`src/hw/rtl/bcis_pkg.sv`:
```
// shared types, constants and helpers of the bus cpu instruction step block
`timescale 1ns / 1ps

package bcis_pkg;

  // data ram size and index width
  localparam int RAM_DEPTH = 256;
  localparam int IDX_W = (RAM_DEPTH > 1) ? $clog2(RAM_DEPTH) : 1;

  // decoded-instruction queue between front and back
  localparam int QUEUE_DEPTH = 2;
  localparam int QPTR_W = (QUEUE_DEPTH > 1) ? $clog2(QUEUE_DEPTH) : 1;
  localparam int QCNT_W = $clog2(QUEUE_DEPTH + 1);

  // special pointer values
  localparam logic [7:0] ADDR_IP_HI = 8'h01;  // reads ip high, holds jump high byte
  localparam logic [7:0] ADDR_IP_LO = 8'h02;  // reads ip low, write jumps
  localparam logic [7:0] ADDR_COND_HI = 8'h03;  // high byte of the conditional jump
  localparam logic [7:0] ADDR_COND_JUMP = 8'h04;  // write jumps when a is negative
  localparam logic [7:0] ADDR_CHAR = 8'h07;  // write emits a character

  localparam logic [15:0] IP_STEP = 16'd2;

  // sink bit positions in the control word
  localparam int SNK_RAM_BIT = 0;
  localparam int SNK_PTR_BIT = 1;
  localparam int SNK_A_BIT = 2;
  localparam int SNK_B_BIT = 3;

  // source bit positions in the control word
  localparam int SRC_RAM_BIT = 4;
  localparam int SRC_PTR_BIT = 5;
  localparam int SRC_ADD_BIT = 6;
  localparam int SRC_INV_BIT = 7;

  typedef enum logic [2:0] {
    SRC_LIT,
    SRC_RAM,
    SRC_PTR,
    SRC_ADD,
    SRC_INV
  } bus_src_t;

  typedef struct packed {
    bus_src_t src;
    logic [3:0] sinks;
    logic [7:0] literal;
  } bcis_op_t;

  // pointer folded onto the ram depth, restoring compare-subtract on narrow values
  function automatic logic [IDX_W-1:0] ram_index(input logic [7:0] addr);
    int r;
    r = int'(addr);
    for (int s = 4; s >= 0; s--) begin
      if (r >= (RAM_DEPTH << s)) begin
        r = r - (RAM_DEPTH << s);
      end
    end
    return IDX_W'(r);
  endfunction

  localparam logic [IDX_W-1:0] IDX_IP_HI = ram_index(ADDR_IP_HI);
  localparam logic [IDX_W-1:0] IDX_COND_HI = ram_index(ADDR_COND_HI);

endpackage

```
`src/hw/rtl/bcis_front.sv`:
```
// front part: decodes the control word and queues decoded instructions
`timescale 1ns / 1ps

module bcis_front
  import bcis_pkg::*;
(
  input  logic       clk,
  input  logic       rst,
  input  logic       in_valid,
  output logic       in_stall,
  input  logic [7:0] op_ctrl,
  input  logic [7:0] literal_byte,
  output logic       q_valid,
  output bcis_op_t   q_op,
  input  logic       q_pop
);

  bcis_op_t             dec_op;
  bcis_op_t             entries [QUEUE_DEPTH];
  logic [QPTR_W-1:0]    wr_ptr;
  logic [QPTR_W-1:0]    rd_ptr;
  logic [QCNT_W-1:0]    count;
  logic                 push;

  // highest set source bit wins, zero upper nibble selects the literal
  always_comb begin
    dec_op.sinks   = op_ctrl[3:0];
    dec_op.literal = literal_byte;
    if (op_ctrl[7:4] == 4'd0) begin
      dec_op.src = SRC_LIT;
    end else if (op_ctrl[SRC_INV_BIT]) begin
      dec_op.src = SRC_INV;
    end else if (op_ctrl[SRC_ADD_BIT]) begin
      dec_op.src = SRC_ADD;
    end else if (op_ctrl[SRC_PTR_BIT]) begin
      dec_op.src = SRC_PTR;
    end else begin
      dec_op.src = SRC_RAM;
    end
  end

  assign in_stall = (count == QCNT_W'(QUEUE_DEPTH));
  assign push     = in_valid && !in_stall;
  assign q_valid  = (count != '0);
  assign q_op     = entries[rd_ptr];

  always_ff @(posedge clk) begin
    if (push) begin
      entries[wr_ptr] <= dec_op;
    end
  end

  always_ff @(posedge clk) begin
    if (rst) begin
      wr_ptr <= '0;
      rd_ptr <= '0;
      count  <= '0;
    end else begin
      if (push) begin
        wr_ptr <= (wr_ptr == QPTR_W'(QUEUE_DEPTH - 1)) ? '0 : wr_ptr + 1'b1;
      end
      if (q_pop) begin
        rd_ptr <= (rd_ptr == QPTR_W'(QUEUE_DEPTH - 1)) ? '0 : rd_ptr + 1'b1;
      end
      if (push && !q_pop) begin
        count <= count + 1'b1;
      end else if (q_pop && !push) begin
        count <= count - 1'b1;
      end
    end
  end

endmodule

```
`src/hw/rtl/bcis_back.sv`:
```
// back part: machine state, data ram, execution and the result register
`timescale 1ns / 1ps

module bcis_back
  import bcis_pkg::*;
(
  input  logic        clk,
  input  logic        rst,
  input  logic        q_valid,
  input  bcis_op_t    q_op,
  output logic        q_pop,
  output logic        out_valid,
  input  logic        out_stall,
  output logic [15:0] next_ip,
  output logic        char_valid,
  output logic [7:0]  char_out
);

  logic [7:0]           acc_a;
  logic [7:0]           acc_b;
  logic [7:0]           mem_pointer;
  logic [15:0]          instr_pointer;
  logic [7:0]           ram_hi;     // copy of ram at the jump high-byte address
  logic [7:0]           ram_cond_hi;  // copy of ram at the conditional high-byte address

  logic [7:0]           data_ram [RAM_DEPTH];
  logic [RAM_DEPTH-1:0] ram_written;
  logic [7:0]           ram_at_ptr;

  logic                 fire;
  logic [7:0]           bus;
  logic                 snk_ram;
  logic                 do_jump;
  logic                 do_cond_jump;
  logic                 do_char;
  logic                 ram_we;
  logic [IDX_W-1:0]     wr_idx;
  logic [IDX_W-1:0]     rd_idx;
  logic [7:0]           mem_pointer_next;
  logic [15:0]          ip_base;
  logic [15:0]          instr_pointer_next;

  assign fire  = q_valid && (!out_valid || !out_stall);
  assign q_pop = fire;

  always_comb begin
    case (q_op.src)
      SRC_LIT: bus = q_op.literal;
      SRC_RAM: begin
        if (mem_pointer == ADDR_IP_HI) begin
          bus = instr_pointer[15:8];
        end else if (mem_pointer == ADDR_IP_LO) begin
          bus = instr_pointer[7:0];
        end else begin
          bus = ram_at_ptr;
        end
      end
      SRC_PTR: bus = mem_pointer;
      SRC_ADD: bus = acc_a + acc_b;
      SRC_INV: bus = 8'd0 - acc_a;
      default: bus = q_op.literal;
    endcase
  end

  assign snk_ram      = q_op.sinks[SNK_RAM_BIT];
  assign do_jump      = snk_ram && (mem_pointer == ADDR_IP_LO);
  assign do_cond_jump = snk_ram && (mem_pointer == ADDR_COND_JUMP);
  assign do_char      = snk_ram && (mem_pointer == ADDR_CHAR);
  assign ram_we       = fire && snk_ram && !do_jump && !do_cond_jump && !do_char;

  assign mem_pointer_next = (fire && q_op.sinks[SNK_PTR_BIT]) ? bus : mem_pointer;
  assign wr_idx = ram_index(mem_pointer);
  assign rd_idx = ram_index(mem_pointer_next);

  always_comb begin
    if (do_jump) begin
      ip_base = {ram_hi, bus};
    end else if (do_cond_jump && acc_a[7]) begin
      ip_base = {ram_cond_hi, bus};
    end else begin
      ip_base = instr_pointer;
    end
  end
  assign instr_pointer_next = ip_base + IP_STEP;

  // data ram: one write port at the old pointer, registered read at the new one
  always_ff @(posedge clk) begin
    if (ram_we) begin
      data_ram[wr_idx] <= bus;
    end
  end

  always_ff @(posedge clk) begin
    if (rst) begin
      ram_written <= '0;
    end else if (ram_we) begin
      ram_written[wr_idx] <= 1'b1;
    end
  end

  always_ff @(posedge clk) begin
    if (rst) begin
      ram_at_ptr <= 8'd0;
    end else if (ram_we && (wr_idx == rd_idx)) begin
      ram_at_ptr <= bus;
    end else if (ram_written[rd_idx]) begin
      ram_at_ptr <= data_ram[rd_idx];
    end else begin
      ram_at_ptr <= 8'd0;
    end
  end

  always_ff @(posedge clk) begin
    if (rst) begin
      acc_a         <= 8'd0;
      acc_b         <= 8'd0;
      mem_pointer   <= 8'd0;
      instr_pointer <= 16'd0;
      ram_hi        <= 8'd0;
      ram_cond_hi   <= 8'd0;
    end else if (fire) begin
      mem_pointer   <= mem_pointer_next;
      instr_pointer <= instr_pointer_next;
      if (q_op.sinks[SNK_A_BIT]) begin
        acc_a <= bus;
      end
      if (q_op.sinks[SNK_B_BIT]) begin
        acc_b <= bus;
      end
      if (ram_we && (wr_idx == IDX_IP_HI)) begin
        ram_hi <= bus;
      end
      if (ram_we && (wr_idx == IDX_COND_HI)) begin
        ram_cond_hi <= bus;
      end
    end
  end

  // result register
  always_ff @(posedge clk) begin
    if (rst) begin
      out_valid <= 1'b0;
    end else if (fire) begin
      out_valid <= 1'b1;
    end else if (!out_stall) begin
      out_valid <= 1'b0;
    end
  end

  always_ff @(posedge clk) begin
    if (fire) begin
      next_ip    <= instr_pointer_next;
      char_valid <= do_char;
      char_out   <= do_char ? bus : 8'd0;
    end
  end

endmodule

```
`src/hw/rtl/bus_cpu_instruction_step_top.sv`:
```
// top level of the bus cpu instruction step block
`timescale 1ns / 1ps

// Executes one instruction of a small 8-bit bus machine per input transfer and
// returns one result transfer per instruction, in order. Sustained rate is one
// instruction per clock: the back part retires one queued instruction every
// cycle the result register can take it, and the input is taken every cycle
// the two-entry decode queue has room. An input transfer is first written into
// the queue, then executed into the result register. The data ram is read
// with a registered port whose address is the pointer that the executing
// instruction leaves behind, so the byte at the pointer is ready for the next
// instruction; a write at the same index is forwarded. Ram reset is handled
// with one written-flag per entry, so the block is ready right after reset
// with no clearing pass.

module bus_cpu_instruction_step_top
  import bcis_pkg::*;
(
  input  logic        clk,
  input  logic        rst,
  // instruction transfer
  input  logic        in_valid,
  output logic        in_stall,
  input  logic [7:0]  op_ctrl,
  input  logic [7:0]  literal_byte,
  // result transfer
  output logic        out_valid,
  input  logic        out_stall,
  output logic [15:0] next_ip,
  output logic        char_valid,
  output logic [7:0]  char_out
);

  // decoded instruction queue between front and back
  logic     q_valid;
  bcis_op_t q_op;
  logic     q_pop;

  // front: classify the control word and queue it
  bcis_front u_front (
    .clk          (clk),
    .rst          (rst),
    .in_valid     (in_valid),
    .in_stall     (in_stall),
    .op_ctrl      (op_ctrl),
    .literal_byte (literal_byte),
    .q_valid      (q_valid),
    .q_op         (q_op),
    .q_pop        (q_pop)
  );

  // back: run the instruction against the machine state and present the result
  bcis_back u_back (
    .clk        (clk),
    .rst        (rst),
    .q_valid    (q_valid),
    .q_op       (q_op),
    .q_pop      (q_pop),
    .out_valid  (out_valid),
    .out_stall  (out_stall),
    .next_ip    (next_ip),
    .char_valid (char_valid),
    .char_out   (char_out)
  );

  // an input transfer into an empty queue is visible to the back next cycle
  assert property (@(posedge clk) disable iff (rst)
    (in_valid && !in_stall && !q_valid) |=> q_valid)
    else $error("accepted instruction missing from queue");

  // the back only retires when an instruction is queued and the result slot frees
  assert property (@(posedge clk) disable iff (rst)
    q_pop |-> (q_valid && (!out_valid || !out_stall)))
    else $error("queue popped without room or data");

  // with nothing queued, a taken result leaves the result register empty
  assert property (@(posedge clk) disable iff (rst)
    (out_valid && !out_stall && !q_valid) |=> !out_valid)
    else $error("result repeated without a new instruction");

  // the character byte is zero unless a character is emitted
  assert property (@(posedge clk) disable iff (rst)
    (out_valid && !char_valid) |-> (char_out == 8'd0))
    else $error("character byte set without character");

endmodule
```
`config.mk`:
```
export PLATFORM = sky130hd
export DESIGN_NAME = bus_cpu_instruction_step_top
export DESIGN_NICKNAME = d
export VERILOG_FILES = /design/src/hw/rtl/bcis_pkg.sv /design/src/hw/rtl/bcis_front.sv /design/src/hw/rtl/bcis_back.sv /design/src/hw/rtl/bus_cpu_instruction_step_top.sv
export SDC_FILE = /design/constraint.sdc
export NUM_CORES = 2
export LEC_CHECK = 0
export ABC_AREA = 0
export BUFFER_PORTS_ARGS = -buffer_cell sky130_fd_sc_hd__buf_2
export CORE_MARGIN = 10
export CORE_UTILIZATION = 25
export DETAILED_ROUTE_END_ITERATION = 7
export MAX_ROUTING_LAYER = met4
export PLACE_DENSITY = 0.38
export REMOVE_ABC_BUFFERS = 1
export SYNTH_ARGS = -nofsm -noshare
export SYNTH_HDL_FRONTEND = slang
export SYNTH_SLANG_ARGS = --single-unit
```
`constraint.sdc`:
```
create_clock -name clk -period 12.4 [get_ports clk]
set_input_delay 1.86 -clock clk [delete_from_list [all_inputs] [get_ports clk]]
set_output_delay 1.86 -clock clk [all_outputs]
set_load 0.01 [all_outputs]
```
==> results.md <==
Synthesis:
- Synthesis inferred 2,429 register bits.
- After synthesis, the cell types taking the most area are sky130_fd_sc_hd__edfxtp_1 67%, sky130_fd_sc_hd__mux4_2 14%, sky130_fd_sc_hd__dfxtp_1 6.9%.
- In the synthesized netlist the async set-or-reset flop fraction comes to 0.
- The synthesized area divided by synthesized cell count is 18.3 µm².
- The number of standard cells after synthesis is 5,147.
- The number of different library cells used by synthesis comes to 84.
- The proportion of synthesized chip area in sequential cells is 0.738.
- The number of synthesized flops with an enable pin is 2,103.
- The cell taking the most area after synthesis is sky130_fd_sc_hd__edfxtp_1.
- The most used flip-flop cell after synthesis is sky130_fd_sc_hd__edfxtp_1.
- Of the post-synthesis cell area, the dominant cell type holds 0.669.
- In this run the cell area of the synthesized design comes to 94,400 µm².
- Yosys printed 0 warnings.

Place:
- The worst setup slack before clock tree synthesis is 4.29 ns.
- The detailed-placement wirelength estimate is 173 mm.
- The count of port buffers added during placement is 46.
- The routability congestion estimate is 0.746.

Hold path:
- The critical hold path startpoint is u_back.ram_cond_hi[1]$_SDFFE_PP0P_.
- The worst hold endpoint is u_back.ram_cond_hi[1]$_SDFFE_PP0P_.
- The hold-critical path depth is 2.
- The type of the tightest min-delay check is flip-flop to flip-flop.

Power and ir drop:
- In this run the power density over the cells is 263 nW/µm².
- After layout, the design draws a total of 28.7 mW.
- For this design the static power due to leakage is 33.7 nW.
- The worst-case IR drop observed on VDD is 0.000278 V.

Worst setup path:
- The worst-path maximum fanout is 121.
- The worst setup path is launched from a flip-flop.
- Setup slack on the worst reg-to-reg path comes out at 5.14 ns.
- The data required time of the worst path is 13.10 ns.
- In this run the critical register-to-register path is launched from u_back.mem_pointer[2]$_SDFFE_PP0P_.
- The worst-case reg-to-reg path depth is 14.
- STA puts the critical path data arrival time at 7.96 ns.
- The worst setup path is captured at a flip-flop.
- The reg-to-reg critical path endpoint is u_back.ram_at_ptr[1]$_SDFF_PP0_.
- The worst setup path category is flip-flop to flip-flop.

Floorplanning:
- During I/O placement, the number of pins put on the boundary was 47.
- The die is 634 µm tall.
- The floorplan row count is 225.
- The die boundary width is 634 µm.
- The starting utilization of the core area is 0.251.
- The floorplan step defined a die boundary enclosing 402,000 µm².
- The area of the core is 376,000 µm².

Global route:
- For this run, global-route usage on met2 was measured as 0.233.
- The met3 track demand over resource is 0.0209.
- The first global-routing pass estimated 416 mm of wire.
- For this run, global-route usage on met1 was measured as 0.205.
- Across every metal layer, demand over resource in global routing totals 0.148.
- The via count of the first global-routing pass is 50.7k.
- The number of antenna violations at the first check in global routing is 14.
- The most utilized layer in the global route result is met2.
- The total overflow reported by the global router is 0.
- Entering global routing, the biggest net connects 189 pins.

STA:
- For the pin with the worst max-slew slack, the measured transition is 1.26 ns.
- Headroom to the max-slew limit came out at 0.155.
- The count of pins over their slew limit was 0.
- The minimum period implied by the final worst setup slack is 7.26 ns.
- Setup violations remaining at the end of the flow were counted as 0.
- Final hold analysis gives a worst-case slack of 0.462 ns.
- Setup repair after global routing left no endpoint under its margin.
- Of the available clock period, the critical path in the final layout requires 0.585.
- The worst path setup slack after routing is 5.14 ns.
- The final count of hold timing violations is 0.
- For the final routed database, the setup TNS stands at 0 ns.
- The maximum clock rate is 138 MHz.
- The maximum clock skew at final layout is 0.0525 ns.

Detailed routing:
- After detailed routing, the average wire length per cell comes to 28.2 µm.
- The routed design has 296 mm of wire.
- The routed via count is 49.3k.
- The detailed-router iteration count before antenna repair is 6.
- The number of nets with antenna violations after routing is 0.
- The number of DRC violations after detailed-routing iteration 0 is 4,239.
- The DRC violation count after routing is 0.
- The average vias per placed instance is 4.68.

Clocking:
- In this run, post-CTS hold repair placed 0 buffers.
- Gates resized during post-CTS repair numbered 0.
- The number of setup buffers added after CTS is 0.
- For the worst-skew pair, the clock arrives at the later sink with an insertion delay of 0.90 ns.
- The clock-pin transition on the worst setup and hold timing paths is 0.07 ns.
- In this run, CTS created clock tree buffers numbering 277.
- The number of buffers on the longest clock path is 4.
- The clock tree from TritonCTS is done.
- Counting every sink on the clock net gives 2,429.
- The CTS root buffer is sky130_fd_sc_hd__clkbuf_16.
- The H-tree generated during clock tree synthesis spans 5 levels.

Run status:
- The flow ran to the end, and the final reports show no timing, DRC or antenna violations.

Layout:
- The share of final-layout standard cells stronger than drive strength 1 is 0.219.
- The filler cells instantiated in the layout total 36.9k.
- After the last flow step, the layout net total stands at 5,343.
- Relative to the synthesized area, the layout overhead comes to 15.8%.

Job:
- The number of max-capacitance violations reported is 0.
[cell families (layout without fill, tap and decap cells)]
group	Yosys count	count (layout)	synth area share
compound gates	588	588	0.0429
buf+inv	346	708	0.0223
fa+ha+maj	11	11	0.00154
simple gates	1112	1112	0.0493
other cells	1	29	0.0000397
xor+xnor	35	35	0.00325
mux	625	625	0.142
flops	2429	2429	0.738
[through the flow]
step	std cells	util	instance area, µm²
after detailed placement	10026	0.267	100000
after floorplan	4853	-	92500
after CTS	10525	0.291	109000
final	10531	0.291	109000
after global routing	10528	0.291	109000
after global placement	10025	0.267	100000
[layer usage]
| metal | wire (µm) | part of all wire |
|---|---|---|
| met1 | 136000 | 0.46 |
| met2 | 140000 | 0.47 |
| met3 | 14500 | 0.049 |
| met4 | 6550 | 0.022 |
| met5 | 0 | 0 |
[power by group]
group / internal [mW] / switching [mW] / leakage (nW)
clock: 4.66 / 3.35 / 4.31
combinational: 2.99 / 6.77 / 7.69
sequential: 10.8 / 0.136 / 21.7
[registers in the layout, summed over array words and instances (netlist names), 8 cells and up, named ones only]
register              flops
u_back.acc_a              8
u_back.acc_b              8
u_back.char_out           8
u_back.data_ram        2048
u_back.instr_pointer     16
u_back.mem_pointer        8
u_back.next_ip           16
u_back.ram_at_ptr         8
u_back.ram_cond_hi        8
u_back.ram_hi             8
u_back.ram_written      256
u_front.entries          30
[Yosys cell counts (all sizes together) (17+ instances only)]
cell type,number
a211oi,18
a21oi,182
a22oi,285
buf,194
clkbuf,123
dfxtp,326
edfxtp,2103
inv,29
mux2i,47
mux4,572
nand2,100
nand3,26
nor2,843
nor2b,17
nor4,32
o21ai,19
xnor2,18
xor2,17
[cell type report]
class                           instances  area [µm²]  area share
Multi-Input combinational cell       2395       22900       0.210
Antenna cell                            5        12.5    0.000115
Sequential cell                      2429       69700       0.638
Inverter                               29         139     0.00127
Timing Repair Buffer                  180        1480      0.0136
Tap cell                             4994        6250      0.0572
Clock buffer                          390        7870      0.0720
Clock inverter                        109         892     0.00817
[cells in the final DEF (no fill, tap or decap), types with 11 or more instances in the layout]
cell type,count
sky130_fd_sc_hd__nor4_1,28
sky130_fd_sc_hd__nor2b_1,17
sky130_fd_sc_hd__dfxtp_1,326
sky130_fd_sc_hd__nor3_1,15
sky130_fd_sc_hd__xor2_1,17
sky130_fd_sc_hd__inv_1,24
sky130_fd_sc_hd__xnor2_1,18
sky130_fd_sc_hd__clkbuf_8,28
sky130_fd_sc_hd__and3_1,11
sky130_fd_sc_hd__clkbuf_16,288
sky130_fd_sc_hd__a21oi_1,181
sky130_fd_sc_hd__clkinv_2,46
sky130_fd_sc_hd__nor2_1,840
sky130_fd_sc_hd__nand3_1,20
sky130_fd_sc_hd__buf_12,19
sky130_fd_sc_hd__mux4_2,572
sky130_fd_sc_hd__edfxtp_1,2103
sky130_fd_sc_hd__a221oi_1,11
sky130_fd_sc_hd__buf_4,113
sky130_fd_sc_hd__nand3b_1,13
sky130_fd_sc_hd__o21ai_0,18
sky130_fd_sc_hd__a22oi_1,283
sky130_fd_sc_hd__buf_2,46
sky130_fd_sc_hd__clkinv_1,33
sky130_fd_sc_hd__nand2_1,91
sky130_fd_sc_hd__a211oi_1,17
sky130_fd_sc_hd__a31oi_1,11
sky130_fd_sc_hd__bufinv_16,11
sky130_fd_sc_hd__clkbuf_1,74
sky130_fd_sc_hd__mux2i_1,45
sky130_fd_sc_hd__conb_1,24
[worst max path at each step]
stage                                       start                         endpoint  slack [ns]  cells past startpoint
2_1_floorplan                           flip-flop  u_back.ram_at_ptr[6]$_SDFF_PP0_      -15.86                     12
3_3_place_gp                            out_stall  u_back.ram_at_ptr[2]$_SDFF_PP0_        4.15                     19
3_5_place_dp                            out_stall  u_back.ram_at_ptr[2]$_SDFF_PP0_        4.29                     19
4_1_cts                                 flip-flop  u_back.ram_at_ptr[6]$_SDFF_PP0_        4.84                     17
5_1_grt                                 flip-flop  u_back.ram_at_ptr[6]$_SDFF_PP0_        4.81                     17
6_report       u_back.mem_pointer[2]$_SDFFE_PP0P_  u_back.ram_at_ptr[1]$_SDFF_PP0_        5.14                     14
[critical path: stages, from the launching register on]
cell	delay, ns
sky130_fd_sc_hd__dfxtp_1	0.57
sky130_fd_sc_hd__or4b_2	1.05
sky130_fd_sc_hd__o22ai_1	0.37
sky130_fd_sc_hd__a21oi_1	0.13
sky130_fd_sc_hd__a221o_1	0.42
sky130_fd_sc_hd__nand2_1	0.49
sky130_fd_sc_hd__inv_8	0.40
sky130_fd_sc_hd__a21oi_1	0.75
sky130_fd_sc_hd__nand2b_4	0.43
sky130_fd_sc_hd__buf_4	0.55
sky130_fd_sc_hd__a21oi_1	0.19
sky130_fd_sc_hd__nor4_1	1.00
sky130_fd_sc_hd__a22oi_1	0.33
sky130_fd_sc_hd__nand3b_1	0.19
sky130_fd_sc_hd__a21oi_1	0.08
No activity file was read; power rests on OpenSTA's default activity.
